$ cat src/design/wbrb_pkg.sv
`default_nettype none
package wbrb_pkg;

    localparam int VEC_W  = 32;
    localparam int ANG_W  = 34;
    localparam int FRAC_BITS = 14;
    localparam int MAX_STAGES = 24;
    localparam logic signed [ANG_W-1:0] QUARTER = 34'sh0_4000_0000;
    localparam logic signed [16:0] GAIN_Q16 = 17'sd39797;
    localparam logic signed [16:0] CDEG_TURN = 17'sd36000;
    localparam logic signed [15:0] LEN_LIMIT = 16'sd23170;
    localparam logic signed [15:0] HALF_TURN_CDEG = 16'sd18000;

    localparam logic [31:0] ATAN_TAB [MAX_STAGES] = '{
        32'h20000000, 32'h12E4051E, 32'h09FB385B, 32'h051111D4, 32'h028B0D43,
        32'h0145D7E1, 32'h00A2F61E, 32'h00517C55, 32'h0028BE53, 32'h00145F2F,
        32'h000A2F98, 32'h000517CC, 32'h00028BE6, 32'h000145F3, 32'h0000A2FA,
        32'h0000517D, 32'h000028BE, 32'h0000145F, 32'h00000A30, 32'h00000518,
        32'h0000028C, 32'h00000146, 32'h000000A3, 32'h00000051
    };

    typedef struct packed {
        logic                     valid;
        logic signed [VEC_W-1:0]  rx;
        logic signed [VEC_W-1:0]  ry;
        logic signed [ANG_W-1:0]  rz;
        logic signed [VEC_W-1:0]  vx;
        logic signed [VEC_W-1:0]  vy;
        logic signed [ANG_W-1:0]  vz;
        logic signed [15:0]       heading;
        logic                     zero;
        logic [7:0]               tag;
    } t_stage;

endpackage
`default_nettype wire

$ cat src/design/wbrb_cell.sv
`default_nettype none
module wbrb_cell #(
    parameter int SHIFT = 0
) (
    input  wire logic            i_clk,
    input  wire logic            i_rst_n,
    input  wire logic            i_en,
    input  wire wbrb_pkg::t_stage i_stage,
    output wbrb_pkg::t_stage     o_stage
);
    import wbrb_pkg::*;

    localparam logic signed [ANG_W-1:0] ATAN = ANG_W'(ATAN_TAB[SHIFT]);

    t_stage r_stage;
    t_stage n_stage;
    logic signed [VEC_W-1:0] w_rxs, w_rys, w_vxs, w_vys;

    always_comb begin
        w_rxs = i_stage.rx >>> SHIFT;
        w_rys = i_stage.ry >>> SHIFT;
        w_vxs = i_stage.vx >>> SHIFT;
        w_vys = i_stage.vy >>> SHIFT;
        n_stage = i_stage;
        if (!i_stage.rz[ANG_W-1]) begin
            n_stage.rx = i_stage.rx - w_rys;
            n_stage.ry = i_stage.ry + w_rxs;
            n_stage.rz = i_stage.rz - ATAN;
        end else begin
            n_stage.rx = i_stage.rx + w_rys;
            n_stage.ry = i_stage.ry - w_rxs;
            n_stage.rz = i_stage.rz + ATAN;
        end
        if (i_stage.vy[VEC_W-1]) begin
            n_stage.vx = i_stage.vx - w_vys;
            n_stage.vy = i_stage.vy + w_vxs;
            n_stage.vz = i_stage.vz - ATAN;
        end else begin
            n_stage.vx = i_stage.vx + w_vys;
            n_stage.vy = i_stage.vy - w_vxs;
            n_stage.vz = i_stage.vz + ATAN;
        end
    end

    always_ff @(posedge i_clk) begin
        if (!i_rst_n) begin
            r_stage <= '0;
        end else if (i_en) begin
            r_stage <= n_stage;
        end
    end

    assign o_stage = r_stage;
endmodule
`default_nettype wire

$ cat config.mk
export PLATFORM = sky130hd
export DESIGN_NAME = wbrb_cell
export DESIGN_NICKNAME = d
export VERILOG_FILES = /design/src/design/wbrb_pkg.sv /design/src/design/wbrb_cell.sv
export SDC_FILE = /design/constraint.sdc
export NUM_CORES = 1
export LEC_CHECK = 0
export BUFFER_PORTS_ARGS = -buffer_cell sky130_fd_sc_hd__buf_2
export CAP_MARGIN = 20
export CORE_ASPECT_RATIO = 1.2
export CORE_MARGIN = 2
export CORE_UTILIZATION = 45
export CTS_CLUSTER_SIZE = 10
export DETAILED_ROUTE_END_ITERATION = 12
export HOLD_SLACK_MARGIN = 0.03
export PLACE_DENSITY = 0.82
export SKIP_LAST_GASP = 1
export SYNTH_ARGS = -nofsm -noshare
export SYNTH_HDL_FRONTEND = slang
export SYNTH_SLANG_ARGS = --single-unit
$ cat constraint.sdc
create_clock -name i_clk -period 2.7 [get_ports i_clk]
set_input_delay 0.27 -clock i_clk [delete_from_list [all_inputs] [get_ports i_clk]]
set_output_delay 0.27 -clock i_clk [all_outputs]
set_load 0.03 [all_outputs]
==> summary.md <==
| Metric | Value |
|---|---|
| Outcome | `finished clean` |
| Final worst-path cycle share | `a little over nine tenths` |
| Vias in the first global route | `21.4k` |
| Crit end category | `flop` |
| Drt drc | `0` |
| DP Wirelength | `55,200 µm` |
| Synth Net Count | `2,848` |
| First-pass GRT wire length | `111,000 µm` |
| Sink Count | `220` |
| Slew headroom | `48.8%` |
| Avg Inst Size Synth | `7.60 µm²` |
| GPL Wtd Cong | `1.02` |
| Critical Path Fanout Max | `5` |
| Final Skew | `0 ns` |
| Worst path max stage delay | `roughly 0.41 ns` |
| Sw power | `4900 µW` |
| CTS Root Cell | `clkbuf_16` |
| Critical-path top delay cell | `fa_1` |
| CTS tree | `yes` |
| Clock-pin slew on the worst setup and hold paths | `around 0.06 ns` |
| Starting Density | `around 45%` |
| WP data required | `around 3.2 ns` |
| Sw frac | `roughly two fifths` |
| Fillers | `3,386` |
| Die H | `225 µm` |
| Layout net count | `3,699` |
| Combinational power share | `42.8%` |
| Hold Crit Start | `i_stage[189]` |
| Slew @ Worst Pin | `0.768 ns` |
| Clock group share of total power | `28.0%` |
| CP delay by family, top | `compound AO/OA/AOI/OAI gates` |
| Core box area | `0.0405 mm²` |
| Buf/Inv on CP | `2` |
| Fmax | `~0.38 GHz` |
| Htree depth | `1` |
| Synthesized instance count | `2,412` |
| Worst vdd ir | `approximately 0.00057 V` |
| Mapped Area | `between 0.015 and 0.02 mm²` |
| Dominant synthesized flop cell | `dfxtp_1` |
| CP Launch Type | `input pin` |
| PD cells | `approximately 490 mW/mm²` |
| Routed via count | `21.4k` |
| Setup TNS | `0 ns` |
| Post-synth EDFFs | `0` |
| Fin crit period | `2.66 ns` |
| Kind of critical path | `in2reg` |
| CP Data Arrival Time | `between 3 and 4 ns` |
| Drt pass-1 iters | `6` |
| Area Growth Syn to Fin | `41.8%` |
| Max reg flops | `220` |
| Crit Reg-Reg Startpoint | `o_stage[165]` |
| Post-detailed-route count of antenna-violating nets | `0` |
| RSZ-0062 raised after global routing | `true` |
| Fraction of registers with async set/reset | `0%` |
| Sequential power share | `29.2%` |
| Port bufs | `446` |
| Worst r2r path cells | `2` |
| Hold Path End | `o_stage[189]` |
| IO Pins | `447` |
| Hold/Removal Path Class | `in2reg` |
| Hold Path Cell Cnt | `3` |
| Hold Fails Final Rpt | `0` |
| Critical path origin | `i_stage[59]` |
| Clock buffer depth | `3` |
| Unique masters post-synth | `78` |
| Rows | `81` |
| Initial antenna violation count | `3` |
| Register-to-Register Setup Slack | `1.76 ns` |
| Slew Limit Fails | `0` |
| Reg2reg end | `o_stage[165]` |
| Total track usage | `~33%` |
| Routed length per placed instance | `19.4 µm` |
| Synth top cells by count | `nor2_1 (307), a21oi_1 (274), dfxtp_1 (220)` |
| Number of max-cap violations | `0` |
| Worst-Skew Late Latency | `0.57 ns` |
| Synthesized flop and latch total | `220` |
| Post-synth top area cell | `dfxtp_1` |
| Gr ovfl total | `0` |
| Die area | `approximately 0.042 mm²` |
| DRT iter0 DRCs | `1,849` |
| Largest net degree at the start of global routing | `100` |
| Count of final setup violators | `0` |
| YS warnings | `0` |
| Leak pwr | `roughly 0.013 µW` |
| Routed WL | `73,800 µm` |
| Top post-synthesis cells by area | `dfxtp_1 (24%), ha_1 (14%), a21oi_1 (7.5%), mux2i_1 (6.9%), nor2_1 (6.3%)` |
| Crit path top cell by count | `o21ai_1` |
| Power Total | `12,800 µW` |
| Synth top area share | `24.0%` |
| Register area share after synthesis | `24.0%` |
| Most frequent cell after synthesis | `nor2_1` |
| Routed vias/inst | `5.62` |
| CP Cell Sequence | `buf_2, ha_1, fa_1, nor2b_1, o21ai_1, a21oi_2, o2111ai_2, nand4_1, a221o_1, buf_4, a21boi_1, o21ai_1, xnor2_1, a211oi_1` |
| Die width | `188 µm` |
| Num CTS Buffers | `28` |
| Final Util | `64.2%` |
| Internal | `7920 µW` |
| Layout cell share with drive strength beyond 1 | `30.1%` |
==> layout make-up <==
class,count,area [µm²],share of cell area [%]
Tap cell,539,674,2.59
Inverter,199,749,2.88
Multi-Input combinational cell,1845,12900,49.4
Sequential cell,220,4400,16.9
Timing Repair Buffer,969,6470,24.9
Clock inverter,6,83.8,0.322
Antenna cell,2,5.00,0.0192
Clock buffer,34,773,2.97
==> how the worst max path moves through the flow <==
stage	slack, ns	cells after the start	end
floorplan	0.00009	11	o_stage[185]
global placement	-0.58	13	o_stage[121]
detailed placement	-0.68	14	o_stage[87]
CTS	0.005	14	o_stage[87]
global route	-0.11	14	o_stage[87]
finish	0.04	14	o_stage[87]
==> power by group through the flow <==
stage	logic [µW]	registers, µW	clock network [µW]
5_1_grt	5850	3760	3740
6_report	5490	3750	3580
2_1_floorplan	2450	4330	0
4_1_cts	5290	3730	3620
3_3_place_gp	5090	3780	0
3_5_place_dp	5150	3790	0
==> cell families after synthesis <==
group | after synthesis | synth area share (%)
compound gates | 794 | 26.8
simple gates | 584 | 14.1
buf+inv | 347 | 7.24
flops | 220 | 24.0
fa+ha+maj | 211 | 14.7
xor+xnor | 129 | 6.16
mux | 127 | 6.94
==> stage by stage <==
stage          hold slack (ns)  area [µm²]  setup WS [ns]  instances
2_1_floorplan            0.369       18400      0.0000913       2412
3_3_place_gp             0.433       24000         -0.576       3682
3_5_place_dp             0.439       24000         -0.679       3682
4_1_cts                 0.0607       25800        0.00489       3810
5_1_grt                  0.104       26000         -0.115       3814
6_report                 0.132       26000         0.0435       3814
==> routing by layer <==
metal | GRT usage [%] | wire (µm) | up-vias
met3 | 4.64 | 5140 | 295
met1 | 36.7 | 27600 | 9975
met4 | 18.3 | 4680 | 2
met2 | 59.5 | 36300 | 1078
li1 | - | - | 10100
met5 | 0 | 15 | -
==> worst min-delay path, cell delays in order <==
cell and delay, ns:
buf_2 0.12, ha_1 0.17, a211oi_1 0.09
==> timing repair <==
| action | CTS | global route |
|---|---|---|
| setup buffers | 1 | 2 |
| pin swaps | 1 | 12 |
| resized for setup | 2 | 42 |
| endpoints found under the hold margin | 87 | 0 |
| hold buffers | 87 | 0 |
| endpoints found under the setup margin | 3 | 31 |
==> cells in the final DEF (no fill, tap or decap), types with 63 or more instances in the layout <==
| cell type | Yosys | layout |
|---|---|---|
| buf_2 | 8 | 444 |
| buf_4 | 4 | 430 |
| nor2_1 | 307 | 306 |
| a21oi_1 | 274 | 270 |
| dfxtp_1 | 220 | 220 |
| ha_1 | 203 | 200 |
| inv_1 | 188 | 187 |
| o21ai_0 | 169 | 164 |
| mux2i_1 | 126 | 126 |
| xnor2_1 | 116 | 114 |
| nand2_1 | 103 | 102 |
| dlygate4sd3_1 | 0 | 87 |
| a211oi_1 | 64 | 63 |
No activity file was read; power rests on OpenSTA's default activity.
