**src/design/wbrb_pkg.sv**
```systemverilog
`default_nettype none
package wbrb_pkg;

    localparam int VEC_W  = 32;
    localparam int ANG_W  = 34;
    localparam int FRAC_BITS = 14;
    localparam int MAX_STAGES = 24;
    localparam logic signed [ANG_W-1:0] QUARTER = 34'sh0_4000_0000;
    localparam logic signed [16:0] GAIN_Q16 = 17'sd39797;
    localparam logic signed [16:0] CDEG_TURN = 17'sd36000;
    localparam logic signed [15:0] LEN_LIMIT = 16'sd23170;
    localparam logic signed [15:0] HALF_TURN_CDEG = 16'sd18000;

    localparam logic [31:0] ATAN_TAB [MAX_STAGES] = '{
        32'h20000000, 32'h12E4051E, 32'h09FB385B, 32'h051111D4, 32'h028B0D43,
        32'h0145D7E1, 32'h00A2F61E, 32'h00517C55, 32'h0028BE53, 32'h00145F2F,
        32'h000A2F98, 32'h000517CC, 32'h00028BE6, 32'h000145F3, 32'h0000A2FA,
        32'h0000517D, 32'h000028BE, 32'h0000145F, 32'h00000A30, 32'h00000518,
        32'h0000028C, 32'h00000146, 32'h000000A3, 32'h00000051
    };

    typedef struct packed {
        logic                     valid;
        logic signed [VEC_W-1:0]  rx;
        logic signed [VEC_W-1:0]  ry;
        logic signed [ANG_W-1:0]  rz;
        logic signed [VEC_W-1:0]  vx;
        logic signed [VEC_W-1:0]  vy;
        logic signed [ANG_W-1:0]  vz;
        logic signed [15:0]       heading;
        logic                     zero;
        logic [7:0]               tag;
    } t_stage;

endpackage
`default_nettype wire

```
**src/design/wbrb_post.sv**
```systemverilog
`default_nettype none
module wbrb_post (
    input  wire logic             i_clk,
    input  wire logic             i_rst_n,
    input  wire logic             i_en,
    input  wire wbrb_pkg::t_stage i_stage,
    output logic                  o_valid,
    output logic [71:0]           o_data
);
    import wbrb_pkg::*;

    logic               r_a_valid;
    logic [7:0]         r_a_tag;
    logic signed [48:0] r_pf, r_pl, r_pr;
    logic signed [49:0] r_pb;
    logic signed [31:0] w_rel;
    logic signed [VEC_W-1:0] w_mag;
    logic signed [48:0] w_f, w_l, w_r;
    logic signed [49:0] w_b;
    logic signed [15:0] w_fwd, w_lat, w_cdeg, w_rng;
    logic               r_valid;
    logic [71:0]        r_data;

    function automatic logic signed [15:0] sat(input logic signed [48:0] v);
        logic signed [15:0] res;
        if (v > 49'(LEN_LIMIT)) begin
            res = LEN_LIMIT;
        end else if (v < -49'(LEN_LIMIT)) begin
            res = -LEN_LIMIT;
        end else begin
            res = 16'(v);
        end
        return res;
    endfunction

    always_comb begin
        w_rel = 32'((i_stage.zero ? '0 : i_stage.vz)
                    - {{2{i_stage.heading[15]}}, i_stage.heading, 16'h0000});
        w_mag = i_stage.zero ? '0 : i_stage.vx;
    end

    always_ff @(posedge i_clk) begin
        if (!i_rst_n) begin
            r_a_valid <= 1'b0;
        end else if (i_en) begin
            r_a_valid <= i_stage.valid;
            r_a_tag   <= i_stage.tag;
            r_pf      <= 49'(i_stage.rx) * 49'(GAIN_Q16);
            r_pl      <= 49'(i_stage.ry) * 49'(GAIN_Q16);
            r_pr      <= 49'(w_mag) * 49'(GAIN_Q16);
            r_pb      <= 50'(w_rel) * 50'(CDEG_TURN);
        end
    end

    always_comb begin
        w_f = (r_pf + 49'sd536870912) >>> 30;
        w_l = -((r_pl + 49'sd536870912) >>> 30);
        w_r = (r_pr + 49'sd536870912) >>> 30;
        w_b = (r_pb + 50'sd2147483648) >>> 32;
        w_fwd = sat(w_f);
        w_lat = sat(w_l);
        if (w_r < 0) begin
            w_rng = '0;
        end else begin
            w_rng = sat(w_r);
        end
        if (w_b <= -50'(HALF_TURN_CDEG) || w_b > 50'(HALF_TURN_CDEG)) begin
            w_cdeg = HALF_TURN_CDEG;
        end else begin
            w_cdeg = 16'(w_b);
        end
    end

    always_ff @(posedge i_clk) begin
        if (!i_rst_n) begin
            r_valid <= 1'b0;
        end else if (i_en) begin
            r_valid <= r_a_valid;
            r_data  <= {1'b0, w_rng[14:0], w_cdeg, w_fwd, w_lat, r_a_tag};
        end
    end

    assign o_valid = r_valid;
    assign o_data  = r_data;
endmodule
`default_nettype wire

```
**config.mk**
```make
export PLATFORM = sky130hd
export DESIGN_NAME = wbrb_post
export DESIGN_NICKNAME = d
export VERILOG_FILES = /design/src/design/wbrb_pkg.sv /design/src/design/wbrb_post.sv
export SDC_FILE = /design/constraint.sdc
export NUM_CORES = 2
export LEC_CHECK = 0
export BUFFER_PORTS_ARGS = -buffer_cell sky130_fd_sc_hd__clkbuf_2
export CAP_MARGIN = 5
export CORE_MARGIN = 2
export CORE_UTILIZATION = 50
export DETAILED_ROUTE_END_ITERATION = 12
export GPL_TIMING_DRIVEN = 0
export PLACE_DENSITY = 0.65
export REMOVE_ABC_BUFFERS = 1
export SLEW_MARGIN = 5
export SYNTH_ARGS = -nofsm -noshare
export SYNTH_HDL_FRONTEND = slang
export SYNTH_SLANG_ARGS = --single-unit
export TNS_END_PERCENT = 10
```
**constraint.sdc**
```tcl
create_clock -name i_clk -period 7.8 [get_ports i_clk]
set_input_delay 0.39 -clock i_clk [delete_from_list [all_inputs] [get_ports i_clk]]
set_output_delay 0.39 -clock i_clk [all_outputs]
set_load 0.005 [all_outputs]
```
==> flow_summary.json <==
{
  "relSlewSlack_pct": 32.9,
  "num_rows": 108,
  "die_w_um": 301,
  "clockRootBuffer": "clkbuf_16",
  "start_util_pct": 50.6,
  "dpl.hpwl_um": 81900,
  "tightest_slew_ps": 996,
  "synth_top_area_share_pct": 37.7,
  "syn_avg_cell_area_um2": 10.2,
  "synthTopCellsByCount": "1310 x inv_1, 829 x fa_1, 789 x ha_1",
  "drt_iter0_markers": 1028,
  "viasPerCell": 5.02,
  "skew_ps": 14.6,
  "setup_viol": 0,
  "synth.most_common_cell": "inv_1",
  "final_nets": 6364,
  "cp_common_cell": "fa_1",
  "syn_inst": 4310,
  "wl_met2_um": 45300,
  "rsz0062_at_grt": "no",
  "hold_class": "input port to register",
  "place_congestion": 0.888,
  "cts.clk_slew.worst_paths_ps": 70,
  "finalCritPeriodShare_pct": 93.7,
  "grtUsageTotal_pct": 21.9,
  "place_ws_ps": -932,
  "dr.max_layer_used": "met4",
  "grt-ovfl-total": 0,
  "period_needed_ps": 7310,
  "clockBufferDepth": 2,
  "cts_buffers": 17,
  "fmax_ghz": 0.137,
  "cp_data_required_time_ps": 8120,
  "areaGrowthSynthToFinish_pct": 7.03,
  "cp.arrival_ps": 7630,
  "synth_ff_type": "edfxtp_1",
  "wl_met3_um": 3720,
  "finalHoldViolCount": 0,
  "io_pins": 298,
  "grt_max_degree": 68,
  "fillCellCount": 7787,
  "wl_per_cell_um": 16.1,
  "critPathKind": "input port to register",
  "finalWirelength_um": 91700,
  "multi_input_area_mm2": 0.0341,
  "ys_ff_latch": 159,
  "yosys_warnings": 0,
  "status": "finished clean",
  "numPortBuffers": 228,
  "synth_top_cell_by_area": "fa_1",
  "cts_sinks": 159,
  "cp_top_family": "adder cells",
  "crit_chain": "buf_6 -> nor2b_1 -> ha_1 -> inv_1 -> fa_1 -> inv_1 -> fa_1 -> fa_1 -> fa_1 -> fa_1 -> ha_1 -> nand4_1 -> nor4_1 -> o21ai_0 -> a211oi_1 -> o21a_1 -> o2111ai_1 -> a31o_2 -> or4_1 -> a21oi_1",
  "cp-end-kind": "register",
  "grt_pass1_vias": 31400,
  "cp-start-kind": "input port",
  "drive_above_1_share_pct": 7.17,
  "cts_tree": "built",
  "syn_area_mm2": 0.0440,
  "grt_pass1_wl_um": 157000,
  "core_mm2": 0.0869,
  "antenna_found_initial": 0,
  "insertion_delay_ps": 470,
  "fin_ws_ps": 493,
  "critPathSlowestCell": "nor2b_1",
  "die_h_um": 301,
  "route.antenna.remaining_nets": 0,
  "crit_buf_inv": 3,
  "slew_viol_final": 0,
  "wl_met1_um": 41100,
  "synth.distinct_cells": 93,
  "cts_hold_buf": 0,
  "drc": 0,
  "diodes": 0,
  "dieArea_mm2": 0.0903,
  "synth.area.top_cells": "fa_1 38%, ha_1 22%, inv_1 11%, edfxtp_1 11%, xnor2_1 2.2%",
  "drt_pre_antenna_iters": 7,
  "h-tree-depth": 4,
  "ys_seq_area_share_pct": 10.8,
  "setup_tns_ps": 0,
  "cap_violations": 0,
  "regArea_mm2": 0.00475,
  "crit_fanout": 65,
  "num_vias": 28600,
  "crit_path_max_incr_delay_ps": 780,
  "synth-async-reset-ratio_pct": 0,
  "synth_edf_count": 157
}
[cell type report]
cell class / instances / share of cell area [%]
clock buffer: 20 / 0.992
timing repair buffer: 232 / 2.60
inverter: 1310 / 10.5
multi-input combinational: 2801 / 72.5
tap: 1155 / 3.07
sequential: 159 / 10.1
clock inverter: 12 / 0.263
[final timing paths]
path / start / end / slack (ps) / cells after the start
setup / recovery: i_stage[8] / r_pr[47] / 490 / 20
hold reg to reg: r_a_tag[6] / o_data[6] / 420 / 0
hold / removal: i_stage[3] / r_a_tag[3] / 90 / 1
setup reg to reg: r_pl[29] / o_data[18] / 3570 / 12
[repair_timing]
| action | in CTS | in global routing |
|---|---|---|
| setup endpoints to repair | 6 | 5 |
| buffers inserted | 0 | 0 |
| gates cloned | 0 | 0 |
| resized for setup | 5 | 7 |
[metrics by stage]
step	std cells	util [%]	area (um2)	hold slack [ps]
after detailed placement	5656	53.4	46400	406
after global placement	5653	53.3	46300	402
after CTS	5688	54.1	47000	45.7
final	5689	54.2	47100	90.4
after global routing	5689	54.2	47100	54.8
after floorplan	4270	-	43800	400
[sequential cells by signal (all words and copies together), names as in the netlist]
name / cells
r_pl: 20
r_a_tag: 8
o_data: 71
r_pr: 20
r_a_valid: 1
o_valid: 1
r_pb: 18
r_pf: 20
[cell usage in the layout, fill, tap and decap left out, types with 8 or more instances in the layout]
cell / n
inv_1: 1310
fa_1: 829
ha_1: 789
clkbuf_2: 228
edfxtp_1: 157
a21oi_1: 123
xnor2_1: 107
nor2_1: 107
nand2_1: 105
o21ai_0: 69
xor2_1: 68
nor2b_1: 62
a21o_1: 58
nand3_1: 48
nand2b_1: 39
nor3_1: 38
and3_1: 35
nand4_1: 23
a31oi_1: 22
o21a_1: 18
clkbuf_16: 17
and2_1: 15
a211oi_1: 15
or2_2: 13
or3_1: 13
nand3b_1: 11
mux2i_1: 10
and4_1: 10
nor2b_2: 10
a211o_1: 9
o31ai_1: 8
[per-layer routing]
| layer | track usage (%) | vias to the layer above |
|---|---|---|
| met1 | 29.3 | 14100 |
| met3 | 3.06 | 92 |
| li1 | - | 13900 |
| met4 | 4.51 | 0 |
| met2 | 37.9 | 466 |
| met5 | 0 | - |
[cell families (layout without fill, tap and decap cells)]
| family | Yosys count | in the layout | share of synthesized area, % |
|---|---|---|---|
| AND/OR/NAND/NOR | 565 | 565 | 6.95 |
| multiplexers | 16 | 16 | 0.413 |
| AO/OA/AOI/OAI | 422 | 422 | 6.36 |
| buffers and inverters | 1350 | 1574 | 11.6 |
| adder cells (fa/ha/maj) | 1619 | 1619 | 60.2 |
| flip-flops | 159 | 159 | 10.8 |
| other | 1 | 1 | 0.00853 |
| XOR/XNOR | 178 | 178 | 3.58 |
Power is left out: the tool's default activity adds up to more than one toggle a clock period on the data nets, which glitch-free logic cannot reach.
